<file path="src/rtl/core/ipd_pkg.sv">
package ipd_pkg;

  localparam logic [7:0] CHAR_PLUS  = 8'h2B;
  localparam logic [7:0] CHAR_COMMA = 8'h2C;
  localparam logic [7:0] CHAR_COLON = 8'h3A;
  localparam logic [7:0] CHAR_ZERO  = 8'h30;
  localparam logic [7:0] CHAR_NINE  = 8'h39;

  localparam logic [2:0] TAG_LEN  = 3'd3;
  localparam logic [2:0] TAG_SAT  = 3'd4;

  typedef enum logic [4:0] {
    PH_SEARCH = 5'b00001,
    PH_TAG    = 5'b00010,
    PH_ID     = 5'b00100,
    PH_LEN    = 5'b01000,
    PH_DATA   = 5'b10000
  } phase_t;

  typedef struct packed {
    logic [7:0] payload_byte;
    logic       payload_first;
    logic       payload_last;
  } beat_t;

  // expected tag text "IPD"
  function automatic logic [7:0] tag_char(input logic [2:0] pos);
    logic [7:0] c;
    case (pos)
      3'd0:    c = 8'h49;
      3'd1:    c = 8'h50;
      3'd2:    c = 8'h44;
      default: c = 8'h00;
    endcase
    return c;
  endfunction

endpackage

</file>
<file path="src/rtl/core/ipd_rx_if.sv">
interface ipd_rx_if;
  logic       valid;
  logic       ready;
  logic [7:0] rx_byte;

  modport source (output valid, output rx_byte, input ready);
  modport sink (input valid, input rx_byte, output ready);
endinterface

</file>
<file path="src/rtl/core/ipd_pl_if.sv">
interface ipd_pl_if;
  logic       valid;
  logic       ready;
  logic [7:0] payload_byte;
  logic       payload_first;
  logic       payload_last;

  modport source (output valid, output payload_byte, output payload_first,
                  output payload_last, input ready);
  modport sink (input valid, input payload_byte, input payload_first,
                input payload_last, output ready);
endinterface

</file>
<file path="src/rtl/core/ipd_parser.sv">
module ipd_parser #(
  parameter int LENGTH_BITS = 16
) (
  input  logic              clk,
  input  logic              rst,
  input  logic              step,
  input  logic [7:0]        rx_byte,
  output logic              res_valid,
  output ipd_pkg::beat_t    res
);

  localparam int PW = LENGTH_BITS + 4;

  ipd_pkg::phase_t          phase, phase_next;
  logic [2:0]               tag_position, tag_position_next;
  logic                     tag_mismatch, tag_mismatch_next;
  logic [LENGTH_BITS-1:0]   length_value, length_value_next;
  logic                     length_stopped, length_stopped_next;
  logic [LENGTH_BITS-1:0]   bytes_left, bytes_left_next;

  logic [PW-1:0]            len_ext;
  logic [PW-1:0]            len_acc;
  logic [LENGTH_BITS-1:0]   len_sat;
  logic [LENGTH_BITS-1:0]   left_dec;

  // len * 10 + digit, saturating
  assign len_ext  = PW'(length_value);
  assign len_acc  = (len_ext << 3) + (len_ext << 1) + PW'(rx_byte[3:0]);
  assign len_sat  = (len_acc[PW-1:LENGTH_BITS] != '0) ? '1 : len_acc[LENGTH_BITS-1:0];
  assign left_dec = bytes_left - LENGTH_BITS'(bytes_left != '0);

  always_comb begin
    phase_next          = phase;
    tag_position_next   = tag_position;
    tag_mismatch_next   = tag_mismatch;
    length_value_next   = length_value;
    length_stopped_next = length_stopped;
    bytes_left_next     = bytes_left;
    res_valid           = 1'b0;
    res                 = '0;
    case (phase)
      ipd_pkg::PH_TAG: begin
        if (rx_byte == ipd_pkg::CHAR_COMMA) begin
          phase_next = (!tag_mismatch && tag_position == ipd_pkg::TAG_LEN) ?
                       ipd_pkg::PH_ID : ipd_pkg::PH_SEARCH;
        end else begin
          if (tag_position >= ipd_pkg::TAG_LEN ||
              rx_byte != ipd_pkg::tag_char(tag_position)) begin
            tag_mismatch_next = 1'b1;
          end
          if (tag_position < ipd_pkg::TAG_SAT) begin
            tag_position_next = tag_position + 3'd1;
          end
        end
      end
      ipd_pkg::PH_ID: begin
        if (rx_byte == ipd_pkg::CHAR_COMMA) begin
          phase_next          = ipd_pkg::PH_LEN;
          length_value_next   = '0;
          length_stopped_next = 1'b0;
        end
      end
      ipd_pkg::PH_LEN: begin
        if (rx_byte == ipd_pkg::CHAR_COLON) begin
          if (length_value == '0) begin
            phase_next = ipd_pkg::PH_SEARCH;
          end else begin
            bytes_left_next = length_value;
            phase_next      = ipd_pkg::PH_DATA;
          end
        end else if (!length_stopped) begin
          if (rx_byte inside {[ipd_pkg::CHAR_ZERO:ipd_pkg::CHAR_NINE]}) begin
            length_value_next = len_sat;
          end else begin
            length_stopped_next = 1'b1;
          end
        end
      end
      ipd_pkg::PH_DATA: begin
        res_valid         = 1'b1;
        res.payload_byte  = rx_byte;
        res.payload_first = (bytes_left == length_value);
        res.payload_last  = (bytes_left <= LENGTH_BITS'(1));
        bytes_left_next   = left_dec;
        if (left_dec == '0) begin
          phase_next = ipd_pkg::PH_SEARCH;
        end
      end
      default: begin
        phase_next = ipd_pkg::PH_SEARCH;
        if (rx_byte == ipd_pkg::CHAR_PLUS) begin
          phase_next        = ipd_pkg::PH_TAG;
          tag_position_next = '0;
          tag_mismatch_next = 1'b0;
        end
      end
    endcase
  end

  always_ff @(posedge clk) begin
    if (rst) begin
      phase          <= ipd_pkg::PH_SEARCH;
      tag_position   <= '0;
      tag_mismatch   <= 1'b0;
      length_value   <= '0;
      length_stopped <= 1'b0;
      bytes_left     <= '0;
    end else if (step) begin
      phase          <= phase_next;
      tag_position   <= tag_position_next;
      tag_mismatch   <= tag_mismatch_next;
      length_value   <= length_value_next;
      length_stopped <= length_stopped_next;
      bytes_left     <= bytes_left_next;
    end
  end

endmodule

</file>
<file path="src/rtl/core/ipd_out_reg.sv">
module ipd_out_reg (
  input  logic            clk,
  input  logic            rst,
  input  logic            load,
  input  ipd_pkg::beat_t  beat,
  output logic            open,
  ipd_pl_if.source        pl
);

  logic           valid;
  ipd_pkg::beat_t data;

  // register can take a beat when empty or being drained this cycle
  assign open = !valid || pl.ready;

  always_ff @(posedge clk) begin
    if (rst) begin
      valid <= 1'b0;
    end else if (open) begin
      valid <= load;
    end
  end

  always_ff @(posedge clk) begin
    if (open && load) begin
      data <= beat;
    end
  end

  assign pl.valid         = valid;
  assign pl.payload_byte  = data.payload_byte;
  assign pl.payload_first = data.payload_first;
  assign pl.payload_last  = data.payload_last;

endmodule

</file>
<file path="src/rtl/core/ipd_frame_deframer.sv">
// ipd_frame_deframer: pulls payload data out of modem "+IPD,id,len:data" frames
//
// rx channel: one received modem byte per beat (rx_byte)
// pl channel: one payload byte per beat, with payload_first on the first byte
//   of a frame and payload_last on its final byte
// bytes outside a frame (search, tag, id, length fields) produce no beat
//
// path: a byte accepted on rx is held in the input register, parsed when the output
//   register can take it, and its payload beat is then registered in the output
//   register and presented on pl
// throughput: one byte per cycle while pl takes its beats, set by the single parse
//   step between the input register and the output register
// reset (synchronous, active high): parser returns to searching for '+',
//   both the input and output registers are emptied
// stall: when pl is held off the output register keeps its beat, the input
//   register fills and rx.ready drops until the output beat is taken; no
//   beat is dropped or repeated
// LENGTH_BITS sets the frame length counter; longer lengths saturate
module ipd_frame_deframer #(
  parameter int LENGTH_BITS = 16
) (
  input  logic     clk,
  input  logic     rst,
  ipd_rx_if.sink   rx,
  ipd_pl_if.source pl
);

  // input register
  logic           in_valid;
  logic [7:0]     in_byte;

  logic           out_open;
  logic           step;
  logic           res_valid;
  ipd_pkg::beat_t res;

  // the held byte moves through the parser when the output stage can take it
  assign step     = in_valid && out_open;
  assign rx.ready = !in_valid || out_open;

  always_ff @(posedge clk) begin
    if (rst) begin
      in_valid <= 1'b0;
    end else if (rx.ready) begin
      in_valid <= rx.valid;
    end
  end

  always_ff @(posedge clk) begin
    if (rx.valid && rx.ready) begin
      in_byte <= rx.rx_byte;
    end
  end

  // frame state machine and length counter
  ipd_parser #(
    .LENGTH_BITS(LENGTH_BITS)
  ) u_parser (
    .clk       (clk),
    .rst       (rst),
    .step      (step),
    .rx_byte   (in_byte),
    .res_valid (res_valid),
    .res       (res)
  );

  // output register toward the payload sink
  ipd_out_reg u_out (
    .clk  (clk),
    .rst  (rst),
    .load (step && res_valid),
    .beat (res),
    .open (out_open),
    .pl   (pl)
  );

endmodule

</file>
<file path="src/flat_wrapper.sv">
// flat-port wrapper written by rule: the top's interface ports become plain ports
module ipd_frame_deframer_flat 
#(
  parameter int LENGTH_BITS = 16
)
  (clk, rst, rx_valid, rx_rx_byte, rx_ready, pl_valid, pl_payload_byte, pl_payload_first, pl_payload_last, pl_ready);
  ipd_rx_if rx_i ();
  ipd_pl_if pl_i ();
  input  logic clk;
  input  logic rst;
  input wire logic [$bits(rx_i.valid)-1:0] rx_valid;
  input wire logic [$bits(rx_i.rx_byte)-1:0] rx_rx_byte;
  output wire logic [$bits(rx_i.ready)-1:0] rx_ready;
  output wire logic [$bits(pl_i.valid)-1:0] pl_valid;
  output wire logic [$bits(pl_i.payload_byte)-1:0] pl_payload_byte;
  output wire logic [$bits(pl_i.payload_first)-1:0] pl_payload_first;
  output wire logic [$bits(pl_i.payload_last)-1:0] pl_payload_last;
  input wire logic [$bits(pl_i.ready)-1:0] pl_ready;
  assign rx_i.valid = rx_valid;
  assign rx_i.rx_byte = rx_rx_byte;
  assign rx_ready = rx_i.ready;
  assign pl_valid = pl_i.valid;
  assign pl_payload_byte = pl_i.payload_byte;
  assign pl_payload_first = pl_i.payload_first;
  assign pl_payload_last = pl_i.payload_last;
  assign pl_i.ready = pl_ready;
  ipd_frame_deframer #(.LENGTH_BITS(LENGTH_BITS)) u_core (.clk(clk), .rst(rst), .rx(rx_i), .pl(pl_i));
endmodule
</file>
<file path="config.mk">
export PLATFORM = sky130hd
export DESIGN_NAME = ipd_frame_deframer_flat
export DESIGN_NICKNAME = d
export VERILOG_FILES = /design/src/rtl/core/ipd_pkg.sv /design/src/rtl/core/ipd_rx_if.sv /design/src/rtl/core/ipd_pl_if.sv /design/src/rtl/core/ipd_parser.sv /design/src/rtl/core/ipd_out_reg.sv /design/src/rtl/core/ipd_frame_deframer.sv /design/src/flat_wrapper.sv
export SDC_FILE = /design/constraint.sdc
export NUM_CORES = 1
export LEC_CHECK = 0
export BUFFER_PORTS_ARGS = -buffer_cell sky130_fd_sc_hd__buf_2
export CAP_MARGIN = 25
export CELL_PAD_IN_SITES_DETAIL_PLACEMENT = 1
export CELL_PAD_IN_SITES_GLOBAL_PLACEMENT = 1
export CORE_MARGIN = 8
export CORE_UTILIZATION = 45
export CTS_BUF_LIST = sky130_fd_sc_hd__clkbuf_8
export CTS_CLUSTER_DIAMETER = 100
export DETAILED_ROUTE_END_ITERATION = 12
export PLACE_DENSITY = 0.76
export SYNTH_ARGS = -nofsm -noshare
export SYNTH_HDL_FRONTEND = slang
export SYNTH_SLANG_ARGS = --single-unit
</file>
<file path="constraint.sdc">
create_clock -name clk -period 5.4 [get_ports clk]
set_input_delay 0.81 -clock clk [delete_from_list [all_inputs] [get_ports clk]]
set_output_delay 0.81 -clock clk [all_outputs]
set_load 0.01 [all_outputs]
</file>
==> flow_summary.toml <==
[hold_path]
holdPathEnd = "u_core.u_parser.bytes_left[0]"
hold_depth = 2
hp-class = "reg2reg"
hold_start = "u_core.u_parser.bytes_left[0]"

[place]
placement.io_buffers = 23
gp_routability_congestion = 0.819
dp_hpwl_um = 9300
dpl_cell_area_sq_um = 4600

[routing]
via_per_inst = 5.83
wire_per_inst_um = 18.8
route.met3.wl_um = 447
top_layer = "met4"
vias = 3848
routed_wl_um = 12400
drt_pass1_iterations = 4
postRouteAntennaNets = 0
drtIter0Drc = 245
wl_met2_um = 5670
m1WireLength_um = 6060
drc = 0

[global_route]
antenna_found_initial = 0
grt_overflow = 0
grt_pass1_wl_um = 20900
grt_max_degree = 33
grt_pass1_vias = 4079
grt_usage_pct = 19.9

[die]
die_h_um = 115
dieWidth_um = 115
die_area_sq_um = 13300
row_count = 36
ios = 24
core_area_sq_um = 9640
start_util_pct = 45.9

[critical_path]
r2r-end = "u_core.u_parser.length_value[6]"
cp_top_family = "adder cells"
slowest_stage = "fa_1"
setup.worst_path.start_class = "register"
slowest_delay_ps = 530
ff2ff_path_depth = 11
arrival_ps = 3720
cp_num_buf_inv = 2
r2r_slack_ps = 1920
crit_cells = 11
path_cells = "inv_1 > fa_1 > inv_1 > fa_1 > a211oi_2 > o211ai_1 > and2_1 > a21oi_1 > xor2_1 > nand3_2 > o31a_1"
worstSetupPathType = "reg2reg"
r2r-start = "u_core.u_parser.length_value[2]"
critPathMaxFanout = 16
critPathRequiredTime_ps = 5650
setup.worst_path.end_class = "register"

[synth]
syn-cell-area_sq_um = 4420
ys_seq_elements = 62
synthArstFlopShare_pct = 0
ys_seq_area_share_pct = 32.1
syn_area_per_cell_sq_um = 8.66
yosysWarnings = 0
ys.flop_type = "dfxtp_1"
synth_cell_types = 67
synth_fp_nets = 563
synth_edf_count = 18
synthCells = 511

[clock_tree]
path_clk_slew_ps = 80
cts_root_buffer = "clkbuf_8"
clk_latency_ps = 360
clock_path_buffers = 2
cts_tree = "done"
cts.repair.resized = 0
h-tree-depth = 3
cts_num_sinks = 62
cts_hold_buf = 0
cts_setup_buffers = 0
numCtsBuffers = 9

[layout]
drive_gt1_share_pct = 11.6
mostFrequentLayoutCells = "nand2_1, nor2_1, dfxtp_1"
syn2layout_area_growth_pct = 8.46
antenna_cells = 0
nNetsFinal = 574
nFillCells = 1172
stdcell_area_sq_um = 4800

[sta]
period_share_pct = 64.4
relSlewSlack_pct = 31.4
min_period_ps = 3480
setup_tns_ps = 0
max_freq_mhz = 288
worstMarginPinSlew_ps = 1030
setup_violations = 0
hold_viol = 0
maxSlewViolCount = 0
rsz0062_at_grt = "false"
fin_worst_skew_ps = 5.14

[power_and_ir_drop]
power.leakage_uw = 0.00196
power_density_nw_per_um2 = 194
ir_drop_mv = 0.106

[run]
maxCapViolCount = 0

[status]
status = "finished clean"
==> synth_stat cells (2+ instances only) <==
library cell,instances,area [sq um]
a21o_1,4,30.0
dfxtp_1,44,881
xnor2_1,18,158
a21oi_1,35,175
nor3_2,2,20.0
nor3_1,10,50.1
a21boi_1,2,15.0
ha_1,38,475
xor2_1,18,158
o41ai_1,2,17.5
a32o_1,4,40.0
o21a_1,9,67.6
mux2i_1,2,20.0
o31ai_1,5,37.5
nand3b_1,3,22.5
buf_4,2,15.0
buf_2,8,40.0
a22oi_1,10,75.1
o211ai_1,9,67.6
nor4_1,17,106
o21ai_1,10,50.1
o22ai_1,3,18.8
nor2b_1,4,25.0
a211oi_2,5,62.6
a31oi_1,3,18.8
a211oi_1,2,15.0
nand3_1,8,40.0
nor2_1,45,169
fa_1,2,40.0
nor3b_1,3,22.5
nand2b_1,7,43.8
nand2_1,45,169
nand4_1,9,56.3
inv_1,14,52.6
clkbuf_1,14,52.6
and2_1,13,81.3
o31a_1,11,96.3
edfxtp_1,18,541
and3_1,5,31.3
o21ai_0,21,105
==> cells by family (layout without fill, tap and decap cells) <==
logic type | count (synthesis) | in the layout | share of synthesized area [%]
AOI/OAI and AO/OA | 149 | 149 | 23.4
xor gates and xnor gates | 36 | 36 | 7.13
adders and majority gates | 40 | 40 | 11.7
buffers and inverters | 39 | 55 | 3.87
DFF | 62 | 62 | 32.1
muxes | 2 | 2 | 0.453
and+or+nand+nor | 183 | 183 | 21.4
==> flip-flops by register name, summed over array words and instances, names as in the netlist <==
name,count
u_core.u_parser.length_stopped,1
u_core.in_valid,1
u_core.u_parser.bytes_left,16
u_core.u_parser.tag_mismatch,1
u_core.u_out.pl.payload_first,1
u_core.u_out.pl.valid,1
u_core.u_parser.length_value,16
u_core.u_out.pl.payload_last,1
u_core.u_parser.phase,5
u_core.u_parser.tag_position,3
u_core.u_out.pl.payload_byte,8
u_core.in_byte,8
==> cell type report <==
| class | instances | area (sq um) | area share, % |
|---|---|---|---|
| Multi-Input combinational cell | 410 | 2830 | 59.0 |
| Sequential cell | 62 | 1420 | 29.6 |
| Tap cell | 133 | 166 | 3.47 |
| Timing Repair Buffer | 25 | 130 | 2.71 |
| Clock buffer | 9 | 124 | 2.58 |
| Clock inverter | 7 | 72.6 | 1.51 |
| Inverter | 14 | 52.6 | 1.10 |
==> worst max path at each step <==
stage	start	endpoint	slack [ps]
4_1_cts	u_core.in_byte[3]	u_core.u_parser.length_value[6]	1910
3_5_place_dp	u_core.u_parser.length_value[2]	u_core.u_parser.length_value[6]	1930
5_1_grt	u_core.u_parser.length_value[0]	u_core.u_parser.length_value[6]	1670
3_3_place_gp	u_core.u_parser.length_value[0]	u_core.u_parser.length_value[15]	2030
6_report	u_core.u_parser.length_value[2]	u_core.u_parser.length_value[6]	1920
2_1_floorplan	u_core.u_parser.length_value[0]	u_core.u_parser.length_value[11]	2330
==> worst register-to-register path, cell delays in order (launching register included) <==
cell	delay, ps
dfxtp_1	440
inv_1	110
fa_1	530
inv_1	80
fa_1	500
a211oi_2	290
o211ai_1	150
and2_1	210
a21oi_1	160
xor2_1	200
nand3_2	310
o31a_1	400
==> layer usage <==
layer,track usage (%),vias up
met3,3.20,18
met2,32.1,64
li1,-,1911
met5,0,-
met4,7.01,0
met1,26.2,1855
==> power by group <==
part,internal [uW],leakage [uW],switching [uW]
Combinational,9.21,0.00133,16.0
Sequential,481,0.000536,6.67
Clock,213,0.0000956,206
Total,704,0.00196,228
==> per-stage QoR <==
stage / power, uW / hold WS (ps) / instances / util [%] / setup WS, ps
2_1_floorplan: 513 / 438 / 511 / - / 2330
3_3_place_gp: 524 / 465 / 644 / 47.7 / 2030
3_5_place_dp: 524 / 475 / 644 / 47.7 / 1930
4_1_cts: 939 / 495 / 660 / 49.8 / 1910
5_1_grt: 962 / 521 / 660 / 49.8 / 1670
6_report: 933 / 496 / 660 / 49.8 / 1920
No activity file was read; power rests on OpenSTA's default activity.
